===== config.mk =====
export PLATFORM = sky130hd
export DESIGN_NAME = lcd_scanline_mode_timer_top_flat
export DESIGN_NICKNAME = d
export VERILOG_FILES = /design/src/hw/rtl/lcdt_pkg.sv /design/src/hw/rtl/lcdt_in_if.sv /design/src/hw/rtl/lcdt_out_if.sv /design/src/hw/rtl/lcd_scanline_mode_timer_top.sv /design/src/flat_wrapper.sv
export SDC_FILE = /design/constraint.sdc
export NUM_CORES = 1
export LEC_CHECK = 0
export BUFFER_PORTS_ARGS = -buffer_cell sky130_fd_sc_hd__buf_2
export CORE_ASPECT_RATIO = 0.9
export CORE_UTILIZATION = 50
export DETAILED_ROUTE_END_ITERATION = 8
export PLACE_DENSITY = 0.77
export RECOVER_POWER = 100
export SLEW_MARGIN = 20
export SYNTH_ARGS = -nofsm -noshare
export SYNTH_HDL_FRONTEND = slang
export SYNTH_SLANG_ARGS = --single-unit

===== constraint.sdc =====
create_clock -name clk -period 3.17 [get_ports clk]
set_input_delay 0.1585 -clock clk [delete_from_list [all_inputs] [get_ports clk]]
set_output_delay 0.1585 -clock clk [all_outputs]
set_load 0.02 [all_outputs]

===== src/hw/rtl/lcdt_pkg.sv =====
// lcdt_pkg: constants and types shared by the lcd scan-line mode timer
// used by the channel interfaces and the top level; no dependencies
package lcdt_pkg;

  localparam int unsigned OAM_DOTS      = 80;
  localparam int unsigned DRAW_DOTS     = 172;
  localparam int unsigned HBLANK_DOTS   = 204;
  localparam int unsigned VISIBLE_LINES = 144;
  localparam int unsigned LAST_LINE     = 153;
  localparam int unsigned LINE_DOTS     = 456;

  localparam int unsigned DOT_W   = 13;
  localparam int unsigned LINE_W  = 8;
  localparam int unsigned PHASE_W = 10;
  localparam int unsigned MODE_W  = 2;
  localparam int unsigned ADDR_W  = 4;
  localparam int unsigned DATA_W  = 32;

  typedef enum logic [MODE_W-1:0] {
    MODE_HBLANK = 2'd0,
    MODE_VBLANK = 2'd1,
    MODE_OAM    = 2'd2,
    MODE_DRAW   = 2'd3
  } mode_t;

  typedef enum logic [1:0] {
    REG_DISPLAY_ENABLE   = 2'd0,
    REG_LINE_COMPARE     = 2'd1,
    REG_MATCH_IRQ_ENABLE = 2'd2,
    REG_NONE             = 2'd3
  } reg_idx_t;

endpackage


===== src/hw/rtl/lcdt_in_if.sv =====
// lcdt_in_if: tick channel into the mode timer (valid, ready, halted flag)
// depends on lcdt_pkg
interface lcdt_in_if;
  import lcdt_pkg::*;

  logic valid;
  logic ready;
  logic halted;

  modport source (output valid, output halted, input ready);
  modport sink (input valid, input halted, output ready);
endinterface


===== src/hw/rtl/lcdt_out_if.sv =====
// lcdt_out_if: result channel out of the mode timer (mode, line, flags)
// depends on lcdt_pkg
interface lcdt_out_if;
  import lcdt_pkg::*;

  logic              valid;
  logic              ready;
  logic [MODE_W-1:0] mode;
  logic [LINE_W-1:0] line;
  logic              line_match;
  logic              vblank_irq;
  logic              stat_irq;
  logic              line_end;

  modport source (
    output valid, output mode, output line, output line_match,
    output vblank_irq, output stat_irq, output line_end, input ready
  );
  modport sink (
    input valid, input mode, input line, input line_match,
    input vblank_irq, input stat_irq, input line_end, output ready
  );
endinterface


===== src/hw/rtl/lcd_scanline_mode_timer_top.sv =====
// lcd_scanline_mode_timer_top: dot-clock driven scan-line mode timer with apb config
// depends on lcdt_pkg, lcdt_in_if, lcdt_out_if
//
// usage:
//   in_ch carries one transaction per dot-clock tick with a halted flag; every
//   accepted tick gives exactly one transaction on out_ch with the mode, line,
//   line-compare match flag and the v-blank, stat and line-end pulses.
//   registers on the apb port: 0x0 display enable, 0x4 line compare,
//   0x8 match interrupt enable; write only while the timer is idle.
//   an accepted tick is held in the input register, then the mode/counter
//   update lands in the result register together with the new timer state.
//   throughput is one tick per cycle while out_ch takes results; the state
//   update is one short add, compare and select stage, so the next tick can follow at once.
//   when out_ch stalls, the result register holds and the input register
//   takes one more tick before in_ch.ready drops; no transaction is lost.
//   after reset: oam scan, line 0, counter 0, display enabled, compare 0.
//   no clearing pass is needed; the timer is usable from the first cycle.
//
module lcd_scanline_mode_timer_top (
  input  logic                     clk,
  input  logic                     rst,
  lcdt_in_if.sink                  in_ch,
  lcdt_out_if.source               out_ch,
  input  logic                     psel,
  input  logic                     penable,
  input  logic                     pwrite,
  input  logic [lcdt_pkg::ADDR_W-1:0] paddr,
  input  logic [lcdt_pkg::DATA_W-1:0] pwdata,
  output logic [lcdt_pkg::DATA_W-1:0] prdata,
  output logic                     pready
);
  import lcdt_pkg::*;

  // configuration registers
  logic              display_enable;
  logic [LINE_W-1:0] line_compare;
  logic              match_irq_enable;
  reg_idx_t          reg_idx;

  // timer state; phase tracks dot_count modulo the line length in v-blank
  mode_t              mode_reg, mode_next;
  logic [DOT_W-1:0]   dot_count, dot_next;
  logic [PHASE_W-1:0] phase, phase_next;
  logic [LINE_W-1:0]  line_reg, line_next;
  logic               match_flag, match_next;

  // input register
  logic s1_valid;
  logic s1_halted;

  // result register
  logic              r_valid;
  mode_t             r_mode;
  logic [LINE_W-1:0] r_line;
  logic              r_match;
  logic              r_vblank;
  logic              r_stat;
  logic              r_end;

  logic               advance;
  logic               run;
  logic [DOT_W-1:0]   dot_inc;
  logic [PHASE_W-1:0] phase_inc;
  logic [LINE_W-1:0]  line_inc;
  logic               vblank_pulse, stat_level, end_pulse;

  assign pready  = 1'b1;
  assign reg_idx = reg_idx_t'(paddr[3:2]);

  always_ff @(posedge clk) begin
    if (rst) begin
      display_enable   <= 1'b1;
      line_compare     <= '0;
      match_irq_enable <= 1'b0;
    end else if (psel && penable && pwrite && pready) begin
      unique case (reg_idx)
        REG_DISPLAY_ENABLE:   display_enable   <= pwdata[0];
        REG_LINE_COMPARE:     line_compare     <= pwdata[LINE_W-1:0];
        REG_MATCH_IRQ_ENABLE: match_irq_enable <= pwdata[0];
        default: ;
      endcase
    end
  end

  always_comb begin
    prdata = '0;
    unique case (reg_idx)
      REG_DISPLAY_ENABLE:   prdata[0]          = display_enable;
      REG_LINE_COMPARE:     prdata[LINE_W-1:0] = line_compare;
      REG_MATCH_IRQ_ENABLE: prdata[0]          = match_irq_enable;
      default: ;
    endcase
  end

  // handshake: result register frees when empty or taken
  assign advance      = s1_valid && (!r_valid || out_ch.ready);
  assign in_ch.ready  = !s1_valid || advance;

  always_ff @(posedge clk) begin
    if (rst) begin
      s1_valid <= 1'b0;
    end else if (in_ch.ready) begin
      s1_valid <= in_ch.valid;
    end
  end

  always_ff @(posedge clk) begin
    if (in_ch.valid && in_ch.ready) begin
      s1_halted <= in_ch.halted;
    end
  end

  assign run       = !s1_halted && display_enable;
  assign dot_inc   = dot_count + DOT_W'(1);
  assign phase_inc = (phase == PHASE_W'(LINE_DOTS - 1)) ? '0 : phase + PHASE_W'(1);
  assign line_inc  = line_reg + LINE_W'(1);

  always_comb begin
    mode_next    = mode_reg;
    dot_next     = dot_count;
    phase_next   = phase;
    line_next    = line_reg;
    match_next   = match_flag;
    vblank_pulse = 1'b0;
    stat_level   = 1'b0;
    end_pulse    = 1'b0;
    if (run) begin
      dot_next   = dot_inc;
      phase_next = phase_inc;
      unique case (mode_reg)
        MODE_OAM: begin
          if (dot_inc >= DOT_W'(OAM_DOTS)) begin
            dot_next   = '0;
            phase_next = '0;
            mode_next  = MODE_DRAW;
          end
        end
        MODE_DRAW: begin
          if (dot_inc >= DOT_W'(DRAW_DOTS)) begin
            dot_next   = '0;
            phase_next = '0;
            mode_next  = MODE_HBLANK;
          end
        end
        MODE_HBLANK: begin
          if (dot_inc >= DOT_W'(HBLANK_DOTS)) begin
            dot_next   = '0;
            phase_next = '0;
            end_pulse  = 1'b1;
            line_next  = line_inc;
            mode_next  = (line_inc == LINE_W'(VISIBLE_LINES)) ? MODE_VBLANK : MODE_OAM;
          end
        end
        MODE_VBLANK: begin
          if (line_reg == LINE_W'(VISIBLE_LINES) && dot_inc == DOT_W'(1)) begin
            vblank_pulse = 1'b1;
          end
          // line advances each time the counter reaches a whole line
          if (phase_inc == '0) begin
            line_next = line_inc;
          end
          if (line_next == LINE_W'(LAST_LINE)) begin
            dot_next   = '0;
            phase_next = '0;
            line_next  = '0;
            mode_next  = MODE_OAM;
          end
        end
        default: ;
      endcase
      match_next = (line_next == line_compare);
      stat_level = match_next && match_irq_enable;
    end
  end

  always_ff @(posedge clk) begin
    if (rst) begin
      mode_reg   <= MODE_OAM;
      dot_count  <= '0;
      phase      <= '0;
      line_reg   <= '0;
      match_flag <= 1'b0;
    end else if (advance) begin
      mode_reg   <= mode_next;
      dot_count  <= dot_next;
      phase      <= phase_next;
      line_reg   <= line_next;
      match_flag <= match_next;
    end
  end

  always_ff @(posedge clk) begin
    if (rst) begin
      r_valid <= 1'b0;
    end else if (advance) begin
      r_valid <= 1'b1;
    end else if (out_ch.ready) begin
      r_valid <= 1'b0;
    end
  end

  always_ff @(posedge clk) begin
    if (advance) begin
      r_mode   <= mode_next;
      r_line   <= line_next;
      r_match  <= match_next;
      r_vblank <= vblank_pulse;
      r_stat   <= stat_level;
      r_end    <= end_pulse;
    end
  end

  assign out_ch.valid      = r_valid;
  assign out_ch.mode       = r_mode;
  assign out_ch.line       = r_line;
  assign out_ch.line_match = r_match;
  assign out_ch.vblank_irq = r_vblank;
  assign out_ch.stat_irq   = r_stat;
  assign out_ch.line_end   = r_end;

endmodule


===== src/flat_wrapper.sv =====
// flat-port wrapper written by rule: the top's interface ports become plain ports
module lcd_scanline_mode_timer_top_flat import lcdt_pkg::*;
  (clk, rst, psel, penable, pwrite, paddr, pwdata, prdata, pready, in_ch_valid, in_ch_halted, in_ch_ready, out_ch_valid, out_ch_mode, out_ch_line, out_ch_line_match, out_ch_vblank_irq, out_ch_stat_irq, out_ch_line_end, out_ch_ready);
  lcdt_in_if in_ch_i ();
  lcdt_out_if out_ch_i ();
  input  logic clk;
  input  logic rst;
  input  logic psel;
  input  logic penable;
  input  logic pwrite;
  input  logic [lcdt_pkg::ADDR_W-1:0] paddr;
  input  logic [lcdt_pkg::DATA_W-1:0] pwdata;
  output logic [lcdt_pkg::DATA_W-1:0] prdata;
  output logic pready;
  input wire logic [$bits(in_ch_i.valid)-1:0] in_ch_valid;
  input wire logic [$bits(in_ch_i.halted)-1:0] in_ch_halted;
  output wire logic [$bits(in_ch_i.ready)-1:0] in_ch_ready;
  output wire logic [$bits(out_ch_i.valid)-1:0] out_ch_valid;
  output wire logic [$bits(out_ch_i.mode)-1:0] out_ch_mode;
  output wire logic [$bits(out_ch_i.line)-1:0] out_ch_line;
  output wire logic [$bits(out_ch_i.line_match)-1:0] out_ch_line_match;
  output wire logic [$bits(out_ch_i.vblank_irq)-1:0] out_ch_vblank_irq;
  output wire logic [$bits(out_ch_i.stat_irq)-1:0] out_ch_stat_irq;
  output wire logic [$bits(out_ch_i.line_end)-1:0] out_ch_line_end;
  input wire logic [$bits(out_ch_i.ready)-1:0] out_ch_ready;
  assign in_ch_i.valid = in_ch_valid;
  assign in_ch_i.halted = in_ch_halted;
  assign in_ch_ready = in_ch_i.ready;
  assign out_ch_valid = out_ch_i.valid;
  assign out_ch_mode = out_ch_i.mode;
  assign out_ch_line = out_ch_i.line;
  assign out_ch_line_match = out_ch_i.line_match;
  assign out_ch_vblank_irq = out_ch_i.vblank_irq;
  assign out_ch_stat_irq = out_ch_i.stat_irq;
  assign out_ch_line_end = out_ch_i.line_end;
  assign out_ch_i.ready = out_ch_ready;
  lcd_scanline_mode_timer_top u_core (.clk(clk), .rst(rst), .in_ch(in_ch_i), .out_ch(out_ch_i), .psel(psel), .penable(penable), .pwrite(pwrite), .paddr(paddr), .pwdata(pwdata), .prdata(prdata), .pready(pready));
endmodule

# Yosys cells after proc, flatten, opt, wreduce, memory -nomap -nowiden

Index checks and enable logic that the tools add are counted.

Flip-flop bits (word level): 61
Bits of input ports: 44
Output and inout bits: 49
Logic and storage cells: 89

Add/subtract/negate cells: 3
Order comparisons: 3
Equal/unequal tests: 11
Multiplexer cells: 33
Reduce and logical (&&, ||, !) cells: 22

Operators with widths:

| operator                                                                              | number |
|---|---|
| 8-bit two-way mux                                                                     | 7 |
| 13-bit two-way mux                                                                    | 4 |
| 13-bit case mux with 4 select lines                                                   | 1 |
| 10-bit two-way mux                                                                    | 5 |
| 10-bit case mux with 4 select lines                                                   | 1 |
| 13-bit by 8-bit greater-or-equal comparator with 1-bit output (second input constant) | 2 |
| 8-bit == test (second input constant)                                                 | 3 |
| 8-bit case mux with 2 select lines                                                    | 1 |
| 13-bit by 1-bit adder with 13-bit output (second input constant)                      | 1 |
| 13-bit by 1-bit == test with 1-bit output (second input constant)                     | 1 |
| 13-bit by 7-bit greater-or-equal comparator with 1-bit output (second input constant) | 1 |
| 2-bit two-way mux                                                                     | 6 |
| 2-bit AND reduction                                                                   | 6 |
| 10-bit by 1-bit adder with 10-bit output (second input constant)                      | 1 |
| 10-bit by 9-bit == test with 1-bit output (second input constant)                     | 1 |
| 10-bit zero test                                                                      | 1 |
| 8-bit by 1-bit adder with 8-bit output (second input constant)                        | 1 |
| 8-bit == test                                                                         | 1 |
| 2-bit case mux with 4 select lines                                                    | 1 |
| 1-bit logical AND                                                                     | 7 |
| 7-bit two-way mux                                                                     | 1 |
| 2-bit == test (second input constant)                                                 | 3 |
| 1-bit two-way mux                                                                     | 5 |
| 2-bit by 1-bit == test with 1-bit output (second input constant)                      | 2 |
| other kinds (5)                                                                       | 9 |

# Longest topological paths before layout

Word-level depth: 12
Depth in mapped cells: 12

# Worst setup path after synthesis

Ideal clock, no wire load.

Kind: reg2reg
Start: register u_core.line_reg[0]
End: register u_core.r_mode[0], in the netlist u_core.out_ch.mode[0], data pin
Library setup time: 0.265 ns
Arrival: 2.875 ns
Required time: 2.905 ns
Setup slack: 0.031 ns
Stages on the path, launching flop included: 12
Buffers on the path: 1
Period minus slack after synthesis: 3.139 ns
Cells stage by stage: dfxtp_1 -> clkbuf_1 -> inv_1 -> ha_1 -> or4b_1 -> a21oi_1 -> o2111ai_1 -> mux2_4 -> and2_4 -> or4_1 -> nand2_1 -> o21ai_0

Longest elaborated chain between the ends: 8
Elaborated cells on any way between the ends: 11
Those cells by class: 1 x add/sub; 2 x eq/ne; 8 x mux

RTL lines:

| item                                   | line                               | RTL |
|---|---|---|
| start, declared                        | lcd_scanline_mode_timer_top.sv:44  | `logic [LINE_W-1:0] line_reg, line_next;` |
| start signal, assigned                 | lcd_scanline_mode_timer_top.sv:187 | `line_reg <= line_next;` |
| 8-bit by 1-bit adder with 8-bit output | lcd_scanline_mode_timer_top.sv:116 | `assign line_inc = line_reg + LINE_W'(1);` |
| 8-bit two-way mux                      | lcd_scanline_mode_timer_top.sv:159 | `if (phase_inc == '0) begin` |
| 8-bit two-way mux                      | lcd_scanline_mode_timer_top.sv:130 | `unique case (mode_reg)` |
| 8-bit two-way mux                      | lcd_scanline_mode_timer_top.sv:127 | `if (run) begin` |
| 8-bit == test                          | lcd_scanline_mode_timer_top.sv:162 | `if (line_next == LINE_W'(LAST_LINE)) begin` |
| 2-bit two-way mux                      | lcd_scanline_mode_timer_top.sv:162 |  |
| 2-bit case mux with 4 select lines *   | lcd_scanline_mode_timer_top.sv:130 |  |
| 2-bit two-way mux *                    | lcd_scanline_mode_timer_top.sv:127 |  |
| named net u_core.mode_next[0]          | lcd_scanline_mode_timer_top.sv:41  | `mode_t mode_reg, mode_next;` |
| end signal, assigned                   | lcd_scanline_mode_timer_top.sv:204 | `r_mode <= mode_next;` |
| end, declared                          | lcd_scanline_mode_timer_top.sv:53  | `mode_t r_mode;` |

The timed path passes the listed nets; every way through them passes the cells marked *. The select of a mux whose other input is x is not followed.
A chain may end at the register's enable or synchronous reset.

# Worst setup path after layout

Ends and elaborated chain as after synthesis.

==> flow_metrics.tcl <==
set metrics [dict create \
    synth_top_cell_by_area "dfxtp_1" \
    crit_fanout 4 \
    worstSetupPathType "register to register" \
    maxCapViolCount 0 \
    routed_wl_um 11200 \
    grt.total_usage 0.252 \
    synth-async-reset-ratio 0 \
    startpoint_type "register" \
    layout.nets 653 \
    endpoint_kind "register" \
    syn_area_mm2 0.00438 \
    clk_pin_slew_ns 0.08 \
    antenna_cells 0 \
    finalCritPeriodShare 0.990 \
    maxSlewViolCount 0 \
    syn-instance-count 551 \
    antenna_found_initial 0 \
    worst-path-buf-inv 1 \
    synth.distinct_cells 76 \
    synth_edf_count 15 \
    cp_slowest_cell "or4_1" \
    area_growth_pct 14.0 \
    synth_flop_cell "dfxtp_1" \
    skew_ns 0.00819 \
    dr.pass1.iters 5 \
    core_mm2 0.00853 \
    clock_latency_ns 0.34 \
    ys_top_cells_by_area "dfxtp_1, edfxtp_1, o21ai_0, buf_4, nand2_1" \
    drc 0 \
    die_h_um 90.8 \
    worstMarginPinSlew_ns 1.14 \
    post_synth.cell_area_avg_um2 7.95 \
    cts_buffers 9 \
    overflow 0 \
    period_minus_slack_ns 3.14 \
    layout_common_cells "nand2_1, dfxtp_1, nor2_1" \
    internal_power_mw 1.25 \
    worstPathRequired_ns 3.25 \
    p_leak_nw 1.89 \
    cts_root_buffer "clkbuf_8" \
    ant_nets 0 \
    hold_class "input port to register" \
    clockBufferDepth 2 \
    sw_frac_of_total 0.281 \
    crit_path_cell_trace "inv_1 -> ha_1 -> or4b_1 -> a21oi_1 -> o2111ai_1 -> mux2_4 -> and2_4 -> or4_1 -> nand2_1 -> o21ai_0" \
    die_w_um 101 \
    num_io_pins 93 \
    ir_worst_vdd_uv 186 \
    p_total_mw 1.74 \
    setup_viol 0 \
    rows 32 \
    viasPerCell 5.89 \
    seqPwrFrac 0.478 \
    cts_tree "done" \
    gp_congestion 0.898 \
    initialDrtViolationCount 325 \
    clock_sinks 61 \
    ys_seq_area_frac 0.313 \
    fin_util 0.586 \
    critical-path-top-delay-family "simple AND/OR/NAND/NOR gates" \
    reg.largest.list "u_core.dot_count x13, u_core.phase x10" \
    maxSlewHeadroom 0.238 \
    yosys.area.top_type_share 0.210 \
    placed_area_mm2 0.00478 \
    final_cells 727 \
    largest_register_ffs 13 \
    dp_cells 709 \
    initial_utilization 0.514 \
    yosysWarnings 0 \
    final_common_cell "nand2_1" \
    cp.arrival_ns 3.22 \
    rsz0062_at_grt "yes" \
    grt_pass1_vias 3878 \
    power.density_mw_per_mm2 348 \
    port-buffer-count 41 \
    top_register "u_core.dot_count" \
    status "finished, final reports clean" \
    max_clock_freq_ghz 0.319 \
    die_area_mm2 0.00914 \
    htreeDepth 3 \
    routedWlPerCell_um 15.5 \
    p_sw_mw 0.489 \
    grt_max_degree 33 \
    pwr-share-clk 0.395 \
    fin_area_mm2 0.00500 \
    grt_pass1_wl_um 18300 \
    drive_gt1_frac 0.181 \
    place_hpwl_um 7880 \
    hold_viol 0 \
    slowest_delay_ns 0.53 \
    synth-seq-cells 61 \
    vias 4284 \
    power_frac_comb 0.128 \
]
[cells by family (layout without fill, tap and decap cells)]
family / Yosys count / after routing / share of synthesized area
adder cells (fa/ha/maj): 6 / 6 / 0.0171
other: 2 / 25 / 0.00171
flip-flops: 61 / 61 / 0.313
multiplexers: 17 / 17 / 0.0408
buffers and inverters: 80 / 114 / 0.0973
AND/OR/NAND/NOR: 233 / 233 / 0.280
AO/OA/AOI/OAI: 127 / 127 / 0.198
XOR/XNOR: 25 / 25 / 0.0517
[area by class of cell]
cell class              count  area, µm²
multi-input cells         433       2730
inverters                  13       48.8
clock buffers              10        128
well taps                 119        149
flip-flops and latches     61       1370
repair buffers             85        509
clock inverters             6       63.8
fillers                   762       3530
[final timing paths]
check                           cells after the start                    start                       to  slack, ns
worst max-delay path                               10       u_core.line_reg[0]    u_core.out_ch.mode[0]       0.03
worst min register to register                      2  u_core.match_irq_enable  u_core.match_irq_enable       0.48
worst max register to register                     10       u_core.line_reg[0]    u_core.out_ch.mode[0]       0.03
worst min-delay path                                3                pwdata[1]   u_core.line_compare[1]       0.05
[tightest hold or removal path: stages]
cell and delay [ns]:
buf_2 0.08, mux2i_1 0.05, nor2_1 0.07
[power groups by stage]
stage	logic, mW	registers (mW)	clock network, mW
global placement	0.208	0.846	0
finish	0.222	0.831	0.686
floorplan	0.158	0.856	0
CTS	0.217	0.829	0.696
global route	0.241	0.833	0.727
detailed placement	0.214	0.847	0
[through the flow]
stage                     hold WS (ns)  worst slack (ns)  TNS [ns]
after CTS                       0.0488            0.0264         0
after detailed placement         0.337            0.0506         0
final                           0.0484            0.0331         0
after global placement           0.336             0.115         0
after global routing            0.0489           -0.0174   -0.0350
after floorplan                  0.257            0.0306         0
[synthesized netlist by cell type (4+ instances only)]
library cell and number:
edfxtp_1 15, nand2_1 53, buf_1 5, or2_2 5, nor3_1 18, and3_1 12
nor2_1 45, dfxtp_1 46, a21o_1 9, xnor2_1 14, a211oi_1 5, mux2i_1 13
nor4_1 10, o21ai_0 41, buf_4 27, a31oi_1 12, xor2_1 10, nor3b_1 10
nand4_1 14, o21a_1 4, clkbuf_1 25, and2_1 12, inv_1 12, nor2b_1 5
nand3_1 24, ha_1 6, buf_2 8, a21oi_1 20
[per-layer routing]
layer | share of wire | wire length, µm | track usage | up-vias
met2 | 0.46 | 5170 | 0.401 | 162
met5 | 0 | 0 | 0 | -
met1 | 0.46 | 5160 | 0.342 | 2053
li1 | - | - | - | 2055
met4 | 0.013 | 145 | 0.0930 | 0
met3 | 0.067 | 757 | 0.0441 | 14
[what timing repair did]
item,4_1_cts,5_1_grt
resized for setup,0,9
hold endpoints to repair,1,0
endpoints found under the setup margin,0,6
setup buffers,0,1
hold buffers,1,0
(Power assumes the default switching activity.)
